==> src/hdl/ovl_pkg.sv <==
// shared types and codes for the ordered value list unit
package ovl_pkg;

    // operation codes carried in the input item
    localparam logic [1:0] CMD_APPEND = 2'd0;
    localparam logic [1:0] CMD_REMOVE = 2'd1;
    localparam logic [1:0] CMD_SEARCH = 2'd2;

    typedef enum logic [1:0] {
        ST_OK        = 2'd0,
        ST_NOT_FOUND = 2'd1,
        ST_FULL      = 2'd2
    } ovl_status_t;

    // one result item as it leaves the block
    typedef struct packed {
        logic [4:0]  count;
        logic [4:0]  position;
        ovl_status_t status;
    } ovl_result_t;

endpackage

==> src/hdl/ordered_value_list_unit.sv <==
// ordered value list unit: linked list of 32-bit values in a node memory
//
// usage:
//   s_* carries one command item per handshake: append, remove first match
//   or search first match of a 32-bit value; m_* returns one result item
//   per command with status, 1-based position of the match and the count.
//   values are kept in insertion order as a circular doubly linked list in
//   one node memory (value, next link, prev link per node).
// operation:
//   the block works on one item at a time; s_tready is high while idle.
//   append goes through the link step, then tail and head steps as the list
//   needs, with a pop step first when a freed node is reused; search and
//   remove walk from the head, one node memory read a cycle, to the match,
//   and remove then relinks the neighbours. a miss walks all held nodes.
// reset:
//   the list comes up empty at once; the node memory needs no clearing
//   since only nodes in the list or in the free pool are ever read.
// stalls:
//   a finished result sits in the output register; the next item is taken
//   meanwhile and waits at its end until the output register frees up.
module ordered_value_list_unit
    import ovl_pkg::*;
#(
    parameter int CAPACITY = 16
) (
    input  logic        clk,
    input  logic        rst_n,
    input  logic        s_tvalid,
    output logic        s_tready,
    input  logic [39:0] s_tdata,    // cmd[1:0], value[33:2], zero pad
    output logic        m_tvalid,
    input  logic        m_tready,
    output logic [15:0] m_tdata     // status[1:0], position[6:2], count[11:7], zero pad
);

    localparam int IW = $clog2(CAPACITY);
    localparam int CW = $clog2(CAPACITY + 1);
    localparam int WW = 32 + 2 * IW;

    typedef enum logic [3:0] {
        S_IDLE,
        S_POP,
        S_LINK,
        S_TAIL,
        S_HEAD,
        S_WALK,
        S_RPREV,
        S_RNEXT,
        S_FINISH
    } state_t;

    // control state
    state_t        state_reg, state_next;
    logic [CW-1:0] count_reg, count_next;
    logic [IW-1:0] head_reg, head_next;
    logic [IW-1:0] tail_reg, tail_next;
    logic [CW-1:0] fill_reg, fill_next;          // nodes handed out at least once
    logic [CW-1:0] free_cnt_reg, free_cnt_next;  // nodes on the free chain
    logic [IW-1:0] free_head_reg, free_head_next;

    // per-item working registers
    logic [1:0]    cmd_reg, cmd_next;
    logic [31:0]   value_reg, value_next;
    logic [IW-1:0] cur_reg, cur_next;
    logic [CW-1:0] pos_reg, pos_next;
    logic [IW-1:0] node_reg, node_next;
    logic [IW-1:0] lnext_reg, lnext_next;        // successor of removed node
    logic [IW-1:0] lprev_reg, lprev_next;        // predecessor of removed node
    ovl_status_t   status_reg, status_next;

    // node memory port
    logic          mem_we;
    logic [IW-1:0] mem_waddr;
    logic [WW-1:0] mem_wdata;
    logic [IW-1:0] mem_raddr;
    logic [WW-1:0] mem_rdata;
    logic [31:0]   rd_value;
    logic [IW-1:0] rd_next;
    logic [IW-1:0] rd_prev;

    // result path
    logic          res_load;
    logic          out_can_load;
    ovl_result_t   result;
    logic [CW+4:0] pos_wide;
    logic [CW+4:0] count_wide;

    assign rd_value = mem_rdata[WW-1:2*IW];
    assign rd_next  = mem_rdata[2*IW-1:IW];
    assign rd_prev  = mem_rdata[IW-1:0];

    assign s_tready = (state_reg == S_IDLE);

    // position and count leave as 5-bit fields
    assign pos_wide        = {5'b0, pos_reg};
    assign count_wide      = {5'b0, count_reg};
    assign result.status   = status_reg;
    assign result.position = pos_wide[4:0];
    assign result.count    = count_wide[4:0];

    always_comb
    begin
        state_next     = state_reg;
        count_next     = count_reg;
        head_next      = head_reg;
        tail_next      = tail_reg;
        fill_next      = fill_reg;
        free_cnt_next  = free_cnt_reg;
        free_head_next = free_head_reg;
        cmd_next       = cmd_reg;
        value_next     = value_reg;
        cur_next       = cur_reg;
        pos_next       = pos_reg;
        node_next      = node_reg;
        lnext_next     = lnext_reg;
        lprev_next     = lprev_reg;
        status_next    = status_reg;
        mem_we         = 1'b0;
        mem_waddr      = node_reg;
        mem_wdata      = {value_reg, node_reg, node_reg};
        mem_raddr      = cur_reg;
        res_load       = 1'b0;

        unique case (state_reg)
            S_IDLE:
            begin
                if (s_tvalid)
                begin
                    cmd_next    = s_tdata[1:0];
                    value_next  = s_tdata[33:2];
                    pos_next    = '0;
                    status_next = ST_OK;
                    case (s_tdata[1:0]) inside
                        CMD_APPEND:
                        begin
                            if (count_reg == CW'(CAPACITY))
                            begin
                                status_next = ST_FULL;
                                state_next  = S_FINISH;
                            end
                            else if (free_cnt_reg != '0)
                            begin
                                // reuse a freed node, fetch its chain link
                                node_next  = free_head_reg;
                                mem_raddr  = free_head_reg;
                                state_next = S_POP;
                            end
                            else
                            begin
                                node_next  = fill_reg[IW-1:0];
                                fill_next  = fill_reg + 1'b1;
                                state_next = S_LINK;
                            end
                        end
                        CMD_REMOVE, CMD_SEARCH:
                        begin
                            if (count_reg == '0)
                            begin
                                status_next = ST_NOT_FOUND;
                                state_next  = S_FINISH;
                            end
                            else
                            begin
                                cur_next   = head_reg;
                                mem_raddr  = head_reg;
                                pos_next   = CW'(1);
                                state_next = S_WALK;
                            end
                        end
                        default:
                        begin
                            state_next = S_FINISH;
                        end
                    endcase
                end
            end
            S_POP:
            begin
                free_head_next = rd_next;
                free_cnt_next  = free_cnt_reg - 1'b1;
                state_next     = S_LINK;
            end
            S_LINK:
            begin
                mem_we    = 1'b1;
                mem_waddr = node_reg;
                if (count_reg == '0)
                begin
                    mem_wdata  = {value_reg, node_reg, node_reg};
                    head_next  = node_reg;
                    tail_next  = node_reg;
                    count_next = count_reg + 1'b1;
                    state_next = S_FINISH;
                end
                else
                begin
                    mem_wdata  = {value_reg, head_reg, tail_reg};
                    mem_raddr  = tail_reg;
                    state_next = S_TAIL;
                end
            end
            S_TAIL:
            begin
                // old tail points forward to the new node
                mem_we    = 1'b1;
                mem_waddr = tail_reg;
                if (tail_reg == head_reg)
                begin
                    mem_wdata  = {rd_value, node_reg, node_reg};
                    tail_next  = node_reg;
                    count_next = count_reg + 1'b1;
                    state_next = S_FINISH;
                end
                else
                begin
                    mem_wdata  = {rd_value, node_reg, rd_prev};
                    mem_raddr  = head_reg;
                    state_next = S_HEAD;
                end
            end
            S_HEAD:
            begin
                // head points back to the new tail
                mem_we     = 1'b1;
                mem_waddr  = head_reg;
                mem_wdata  = {rd_value, rd_next, node_reg};
                tail_next  = node_reg;
                count_next = count_reg + 1'b1;
                state_next = S_FINISH;
            end
            S_WALK:
            begin
                if (rd_value == value_reg)
                begin
                    if (cmd_reg == CMD_REMOVE)
                    begin
                        node_next      = cur_reg;
                        lnext_next     = rd_next;
                        lprev_next     = rd_prev;
                        // push the node onto the free chain
                        mem_we         = 1'b1;
                        mem_waddr      = cur_reg;
                        mem_wdata      = {rd_value, free_head_reg, rd_prev};
                        free_head_next = cur_reg;
                        free_cnt_next  = free_cnt_reg + 1'b1;
                        if (count_reg == CW'(1))
                        begin
                            count_next = '0;
                            state_next = S_FINISH;
                        end
                        else
                        begin
                            mem_raddr  = rd_prev;
                            state_next = S_RPREV;
                        end
                    end
                    else
                    begin
                        state_next = S_FINISH;
                    end
                end
                else if (pos_reg == count_reg)
                begin
                    status_next = ST_NOT_FOUND;
                    pos_next    = '0;
                    state_next  = S_FINISH;
                end
                else
                begin
                    cur_next  = rd_next;
                    mem_raddr = rd_next;
                    pos_next  = pos_reg + 1'b1;
                end
            end
            S_RPREV:
            begin
                mem_we    = 1'b1;
                mem_waddr = lprev_reg;
                if (lprev_reg == lnext_reg)
                begin
                    // one neighbor left: it links to itself both ways
                    mem_wdata  = {rd_value, lnext_reg, lprev_reg};
                    count_next = count_reg - 1'b1;
                    if (head_reg == node_reg)
                    begin
                        head_next = lnext_reg;
                    end
                    if (tail_reg == node_reg)
                    begin
                        tail_next = lprev_reg;
                    end
                    state_next = S_FINISH;
                end
                else
                begin
                    mem_wdata  = {rd_value, lnext_reg, rd_prev};
                    mem_raddr  = lnext_reg;
                    state_next = S_RNEXT;
                end
            end
            S_RNEXT:
            begin
                mem_we     = 1'b1;
                mem_waddr  = lnext_reg;
                mem_wdata  = {rd_value, rd_next, lprev_reg};
                count_next = count_reg - 1'b1;
                if (head_reg == node_reg)
                begin
                    head_next = lnext_reg;
                end
                if (tail_reg == node_reg)
                begin
                    tail_next = lprev_reg;
                end
                state_next = S_FINISH;
            end
            S_FINISH:
            begin
                // hold here while the previous result is still unread
                if (out_can_load)
                begin
                    res_load   = 1'b1;
                    state_next = S_IDLE;
                end
            end
            default:
            begin
                state_next = S_IDLE;
            end
        endcase
    end

    always_ff @(posedge clk or negedge rst_n)
    begin
        if (!rst_n)
        begin
            state_reg     <= S_IDLE;
            count_reg     <= '0;
            head_reg      <= '0;
            tail_reg      <= '0;
            fill_reg      <= '0;
            free_cnt_reg  <= '0;
            free_head_reg <= '0;
        end
        else
        begin
            state_reg     <= state_next;
            count_reg     <= count_next;
            head_reg      <= head_next;
            tail_reg      <= tail_next;
            fill_reg      <= fill_next;
            free_cnt_reg  <= free_cnt_next;
            free_head_reg <= free_head_next;
        end
    end

    // working registers hold payload only
    always_ff @(posedge clk)
    begin
        cmd_reg    <= cmd_next;
        value_reg  <= value_next;
        cur_reg    <= cur_next;
        pos_reg    <= pos_next;
        node_reg   <= node_next;
        lnext_reg  <= lnext_next;
        lprev_reg  <= lprev_next;
        status_reg <= status_next;
    end

    ovl_node_ram #(
        .DEPTH (CAPACITY),
        .WIDTH (WW)
    ) u_node_ram (
        .clk   (clk),
        .we    (mem_we),
        .waddr (mem_waddr),
        .wdata (mem_wdata),
        .raddr (mem_raddr),
        .rdata (mem_rdata)
    );

    ovl_out_stage u_out_stage (
        .clk      (clk),
        .rst_n    (rst_n),
        .load     (res_load),
        .result   (result),
        .can_load (out_can_load),
        .m_tvalid (m_tvalid),
        .m_tready (m_tready),
        .m_tdata  (m_tdata)
    );

endmodule

==> src/hdl/ovl_node_ram.sv <==
// node memory: one write port, one read port, registered read data
module ovl_node_ram #(
    parameter int DEPTH = 16,
    parameter int WIDTH = 40
) (
    input  logic                     clk,
    input  logic                     we,
    input  logic [$clog2(DEPTH)-1:0] waddr,
    input  logic [WIDTH-1:0]         wdata,
    input  logic [$clog2(DEPTH)-1:0] raddr,
    output logic [WIDTH-1:0]         rdata
);

    logic [WIDTH-1:0] mem [DEPTH];

    always_ff @(posedge clk)
    begin
        if (we)
        begin
            mem[waddr] <= wdata;
        end
        rdata <= mem[raddr];
    end

endmodule

==> src/hdl/ovl_out_stage.sv <==
// output register for result items
module ovl_out_stage
    import ovl_pkg::*;
(
    input  logic        clk,
    input  logic        rst_n,
    input  logic        load,
    input  ovl_result_t result,
    output logic        can_load,
    output logic        m_tvalid,
    input  logic        m_tready,
    output logic [15:0] m_tdata    // status[1:0], position[6:2], count[11:7], zero pad
);

    logic        valid_reg;
    ovl_result_t data_reg;

    assign can_load = !valid_reg || m_tready;
    assign m_tvalid = valid_reg;
    assign m_tdata  = {4'b0, data_reg.count, data_reg.position, data_reg.status};

    always_ff @(posedge clk or negedge rst_n)
    begin
        if (!rst_n)
        begin
            valid_reg <= 1'b0;
        end
        else if (load)
        begin
            valid_reg <= 1'b1;
        end
        else if (m_tready)
        begin
            valid_reg <= 1'b0;
        end
    end

    always_ff @(posedge clk)
    begin
        if (load)
        begin
            data_reg <= result;
        end
    end

endmodule
==> config.mk <==
export PLATFORM = sky130hd
export DESIGN_NAME = ordered_value_list_unit
export DESIGN_NICKNAME = d
export VERILOG_FILES = /design/src/hdl/ovl_pkg.sv /design/src/hdl/ordered_value_list_unit.sv /design/src/hdl/ovl_node_ram.sv /design/src/hdl/ovl_out_stage.sv
export SDC_FILE = /design/constraint.sdc
export NUM_CORES = 1
export LEC_CHECK = 0
export BUFFER_PORTS_ARGS = -buffer_cell sky130_fd_sc_hd__buf_4
export CAP_MARGIN = 20
export CORE_MARGIN = 4
export CORE_UTILIZATION = 46
export CTS_BUF_LIST = sky130_fd_sc_hd__clkbuf_8 sky130_fd_sc_hd__clkbuf_16
export CTS_CLUSTER_SIZE = 10
export DETAILED_ROUTE_END_ITERATION = 12
export PLACE_DENSITY_LB_ADDON = 0.25
export RECOVER_POWER = 100
export SLEW_MARGIN = 20
export SYNTH_ARGS = -nofsm -noshare
export SYNTH_HDL_FRONTEND = slang
export SYNTH_SLANG_ARGS = --single-unit
==> constraint.sdc <==
create_clock -name clk -period 4.45 [get_ports clk]
set_input_delay 0.445 -clock clk [delete_from_list [all_inputs] [get_ports clk]]
set_output_delay 0.445 -clock clk [all_outputs]
set_load 0.005 [all_outputs]
Word level (Yosys, flattened, before mapping)
Memories as Yosys holds them, arrays and structs flattened. A register that Yosys moved wholly into a read port is not among the register bits.
Index checks and enable logic that the tools add are counted.
{"block": "totals", "elab_cells": 180, "output_inout_bits": 18, "mem_count": 1, "ramBits": 640, "ff_bits": 101}
{"memory": "u_node_ram.mem", "depth": 16, "word_bits": 40, "rd": 1, "rd_ports_with_merged_regs": 1, "write_ports": 1, "line": "ovl_node_ram.sv:14", "text": "logic [WIDTH-1:0] mem [DEPTH];"}
{"block": "op_classes", "eq_ne": 33, "muxes": 92, "reduce_logical": 27, "bitwise": 2, "n_addsub": 6}
{"cell": "40-bit one-hot mux with 6 select lines", "count": 1}
{"cell": "4-bit two-way mux", "count": 45}
{"cell": "40-bit two-way mux", "count": 2}
{"cell": "4-bit one-hot mux with 5 select lines", "count": 3}
{"cell": "5-bit two-way mux", "count": 11}
{"cell": "32-bit == test", "count": 1}
{"cell": "4-bit one-hot mux with 8 select lines", "count": 1}
{"cell": "5-bit one-hot mux with 6 select lines", "count": 1}
{"cell": "2-bit inequality test (second input constant)", "count": 12}
{"cell": "4-bit one-hot mux with 2 select lines", "count": 3}
{"cell": "5-bit by 1-bit adder with 5-bit output (second input constant)", "count": 4}
{"cell": "5-bit one-hot mux with 2 select lines", "count": 2}
{"cell": "4-bit by 3-bit == test with 1-bit output (second input constant)", "count": 4}
{"cell": "4-bit == test", "count": 4}
{"cell": "4-bit AND reduction", "count": 4}
{"cell": "3-bit AND reduction", "count": 5}
{"cell": "1-bit two-way mux", "count": 13}
{"cell": "2-bit two-way mux", "count": 6}
{"cell": "4-bit one-hot mux with 3 select lines", "count": 1}
{"cell": "5-bit nonzero test", "count": 2}
{"cell": "5-bit by 1-bit subtractor with 5-bit output (second input constant)", "count": 2}
{"cell": "4-bit by 2-bit == test with 1-bit output (second input constant)", "count": 2}
{"cell": "8-bit two-way mux", "count": 1}
{"cell": "7-bit AND reduction", "count": 1}
{"cell": "24 further kinds", "count": 29}

Longest topological paths before layout
{"block": "logic_depth", "depth_word": 6, "mapped_depth": 16, "depth_no_buf": 12}

Cells and area by module
From an unflattened synthesis, not the netlist that was laid out.
{"block": "unflattened", "hier_cells": 1702, "hier_area_um2": 31949.4}
{"mod": "ovl_node_ram", "n_inst": 1, "area_each_um2": 25131.6, "cells_per_inst": 1040, "seq_area_each_um2": 20019.2}
{"mod": "ordered_value_list_unit", "n_inst": 1, "area_each_um2": 6376.1, "cells_per_inst": 642, "seq_area_each_um2": 2462.4}
{"mod": "ovl_out_stage", "n_inst": 1, "area_each_um2": 441.7, "cells_per_inst": 20, "seq_area_each_um2": 385.4}

Worst setup path before layout
Ideal clock, no wire load.
{"block": "synth_path", "path_type": "register to register", "from": "register value_reg[28]", "to": "memory u_node_ram.mem[12][0], enable pin", "stages_incl_launch_ff": 11, "slack_ns": -0.277, "t_arrival_ns": 4.290, "t_required_ns": 4.013, "path_cell_list": "edfxtp_1 xor2_1 nor4_1 nand4_1 or2_2 clkbuf_1 nor2_1 o221ai_1 or2_2 or2_2 nor2_1"}
{"block": "synth_via", "elab_chain_len": 5, "elab_cells_between_ends": 7, "classes_between": "1 x eq/ne; 6 x mux"}
{"element": "start: declaration", "line": "ordered_value_list_unit.sv:63", "text": "logic [31:0] value_reg, value_next;"}
{"element": "start signal: assignment", "line": "ordered_value_list_unit.sv:361", "text": "value_reg <= value_next;"}
{"element": "32-bit == test *", "line": "ordered_value_list_unit.sv:233", "text": "if (rd_value == value_reg)"}
{"element": "1-bit two-way mux", "line": "ordered_value_list_unit.sv:233"}
{"element": "1-bit one-hot mux with 2 select lines", "line": "ordered_value_list_unit.sv:124", "text": "unique case (state_reg)"}
{"element": "1-bit two-way mux", "line": "ovl_node_ram.sv:18", "text": "if (we)"}
{"element": "1-bit two-way mux (implied by the code)", "line": "ovl_node_ram.sv:20", "text": "mem[waddr] <= wdata;"}
{"element": "end: declaration", "line": "ovl_node_ram.sv:14"}
Every way passes the cells marked *; elsewhere a longest branch is shown, timed or not.

Worst setup path after layout
{"block": "layout_path", "from": "register value_reg[23]", "to": "memory u_node_ram.mem[14][22], enable pin"}
The elaborated chain is that of the path after synthesis.

==> impl_metrics.yaml <==
sta:
  slew_violations: 32
  max_freq_mhz: 230
  slew_headroom_pct: -22.5
  setup_viol: 0
  fin_crit_ns: 4.35
  finalHoldViolCount: 0
  fin_skew_ns: 0.0329
  fin_setup_tns_ns: 0
  rsz0062_at_grt: "no"
  tightest_slew_ns: 1.84
  post-route-period-util_pct: 97.7
  setup_ws_ns: 0.101
cells_and_area:
  nFillCells: 5495
  diodes: 0
  largest_reg_flops: 640
  final_nets: 2133
  drive_above_1_share_pct: 18.8
  syn2layout_area_growth_pct: 16.2
  final_util_pct: 54.0
setup_path:
  reg2reg_from: "value_reg[23]"
  slowest_delay_ns: 0.70
  rrSetupSlack_ns: 0.10
  path_class: "flip-flop to flip-flop"
  crit_required_ns: 4.75
  endpoint: "u_node_ram.mem[14][22]"
  startpoint: "value_reg[23]"
  slowest_stage: "nor4_1"
  r2r.worst_path.cells: 12
  crit_chain: "xor2_1, nor4_1, nand4_1, buf_4, or2_2, nor2_1, o221ai_1, clkbuf_2, or2_2, or2_2, nor2_4, buf_8"
  crit_buf_inv: 3
  arrival_ns: 4.65
  cpMostUsedCell: "or2_2"
  cp_top_family: "simple AND/OR/NAND/NOR gates"
  worst-path-max-fanout: 24
  path_depth: 12
  critPathLaunchType: "flip-flop"
  r2r_end: "u_node_ram.mem[14][22]"
  critPathCaptureType: "flip-flop"
clock_tree:
  cts_tree: "built"
  root_buffer: "clkbuf_16"
  numCtsBuffers: 89
  clk_pin_slew_ns: 0.06
  htreeDepth: 3
  clock_latency_ns: 0.65
  cts.sinks: 780
  cts_buffer_depth: 3
place:
  gp_congestion: 0.886
  dp_hpwl_um: 46200
  port-buffer-count: 51
  place_ws_ns: 0.281
run_status:
  violations: "max-capacitance violations, max-slew violations"
  status: "finished with violations"
synthesis:
  synthArstFlopShare_pct: 3.97
  synthFlopType: "edfxtp_1"
  synth_edf_count: 709
  ys_seq_area_share_pct: 71.8
  yosys.area.top_type_share_pct: 66.8
  synth_area_per_cell_um2: 16.8
  ys_top_cells_by_count: "edfxtp_1 (709), nand2_1 (143), mux2i_1 (97)"
  synth_most_common_cell: "edfxtp_1"
  synth_top_area_cell: "edfxtp_1"
  synth_cell_type_count: 77
  ys_ff_latch: 780
  synthTopCellsByArea: "edfxtp_1 (67%), mux4_2 (4.7%), mux2i_1 (3.0%)"
  synthCells: 1895
  netlist_area_um2: 31900
  synth_warnings: 0
die:
  core.rowCount: 96
  fp.dieArea_um2: 73600
  ios: 62
  dieHeight_um: 271
  core_area_um2: 68600
  die_w_um: 271
  start_util_pct: 46.5
flow_run:
  maxCapViolCount: 1
power:
  cellLeakagePower_nw: 12.8
  power_density_nw_per_um2: 804
  max-vdd-ir-drop_mv: 0.814
global_routing:
  antenna_found_initial: 0
  grt_pass1_wl_um: 118000
  grt_max_degree: 45
  globalRouteOverflowTotal: 0
  grt_pass1_vias: 18236
  grtUsageTotal_pct: 21.4
hold_path:
  min_path_cells: 3
  hp-class: "input pin to flip-flop"
routing:
  routed_wl_um: 79300
  drt_iter0_markers: 1515
  ant_nets: 0
  avgRoutedWirePerCell_um: 25.7
  dr.pass1.iters: 5
  drcViolationCount: 0
  vias: 18060
  via_per_inst: 5.86
-- tightest hold or removal path, stage by stage --
cell	delay, ns
buf_4	0.07
nand2b_1	0.14
nand2_1	0.06
-- cells in the final DEF, fill, tap and decap left out, types with 12 or more instances in the layout --
master	netlist	final
a211oi_1	41	41
a21boi_0	38	38
a21oi_1	36	36
a221o_1	47	47
a22oi_1	47	47
a31o_2	30	30
a31oi_1	15	15
buf_12	0	20
buf_4	20	63
clkbuf_1	54	16
clkbuf_16	0	91
clkbuf_2	1	16
clkbuf_4	1	53
dfrtp_1	31	31
dfxtp_1	40	40
dlygate4sd3_1	0	35
edfxtp_1	709	709
inv_1	15	78
mux2_1	0	32
mux2i_1	97	97
mux4_1	18	18
mux4_2	66	66
nand2_1	143	142
nand3_1	12	12
nor2_1	65	48
nor2_4	0	12
nor4_1	14	14
o21ai_0	35	62
xnor2_1	13	13
xor2_1	50	50
-- power by group --
| part | switching [mW] | total [mW] | internal, mW |
|---|---|---|---|
| clock network | 2.82 | 6.55 | 3.73 |
| logic | 7.41 | 12.5 | 5.14 |
| registers | 0.663 | 10.7 | 10.0 |
-- layer usage --
layer	routed length [µm]	part of all wire, %	track usage [%]
met5	0	0	0
met4	2150	2.7	6.53
met3	3880	4.9	2.91
met2	39600	50	36.2
met1	33600	42	29.2
-- area by class of cell --
class                      count  area, µm²  area share [%]
tap                          931       1160            3.15
inverter                      16       60.1           0.162
timing repair buffer         213       1870            5.05
multi-input combinational    978       8400            22.7
clock inverter                70        369           0.997
sequential                   780      22900            61.7
clock buffer                  93       2300            6.22
-- worst min path at each step --
stage	start	endpoint	slack (ns)
global placement	status_reg[0]	u_out_stage.m_tdata[0]	0.41
CTS	m_tready	u_out_stage.m_tvalid	0.08
global route	m_tready	u_out_stage.m_tvalid	0.11
detailed placement	status_reg[0]	u_out_stage.m_tdata[0]	0.41
floorplan	rst_n	count_reg[0]	0.15
finish	m_tready	u_out_stage.m_tvalid	0.10
-- per-stage QoR --
| stage | hold WS (ns) | power [mW] | cells | area (µm²) |
|---|---|---|---|---|
| after detailed placement | 0.405 | 23.6 | 2883 | 34400 |
| after global placement | 0.406 | 23.3 | 2883 | 34400 |
| final | 0.101 | 29.8 | 3081 | 37000 |
| after CTS | 0.0806 | 30.2 | 3081 | 37400 |
| after global routing | 0.106 | 31.3 | 3081 | 37000 |
| after floorplan | 0.149 | 19.1 | 1898 | 31900 |
-- timing repair --
action,CTS,global route
hold buffers,35,0
resized for setup,0,0
setup buffers,0,0
endpoints found under the setup margin,0,0
hold endpoints to repair,65,0
-- kinds of logic (layout without fill, tap and decap cells) --
kind of cell | after synthesis | count (layout) | synth area share [%]
other | 1 | 4 | 0.0118
AO/OA/AOI/OAI | 381 | 381 | 8.74
flip-flops | 780 | 780 | 71.8
buffers and inverters | 140 | 392 | 2.28
XOR/XNOR | 64 | 64 | 1.78
multiplexers | 221 | 221 | 10.6
adder cells (fa/ha/maj) | 11 | 11 | 0.455
AND/OR/NAND/NOR | 297 | 297 | 4.37
Note: power is estimated with default switching activity, not from simulation.
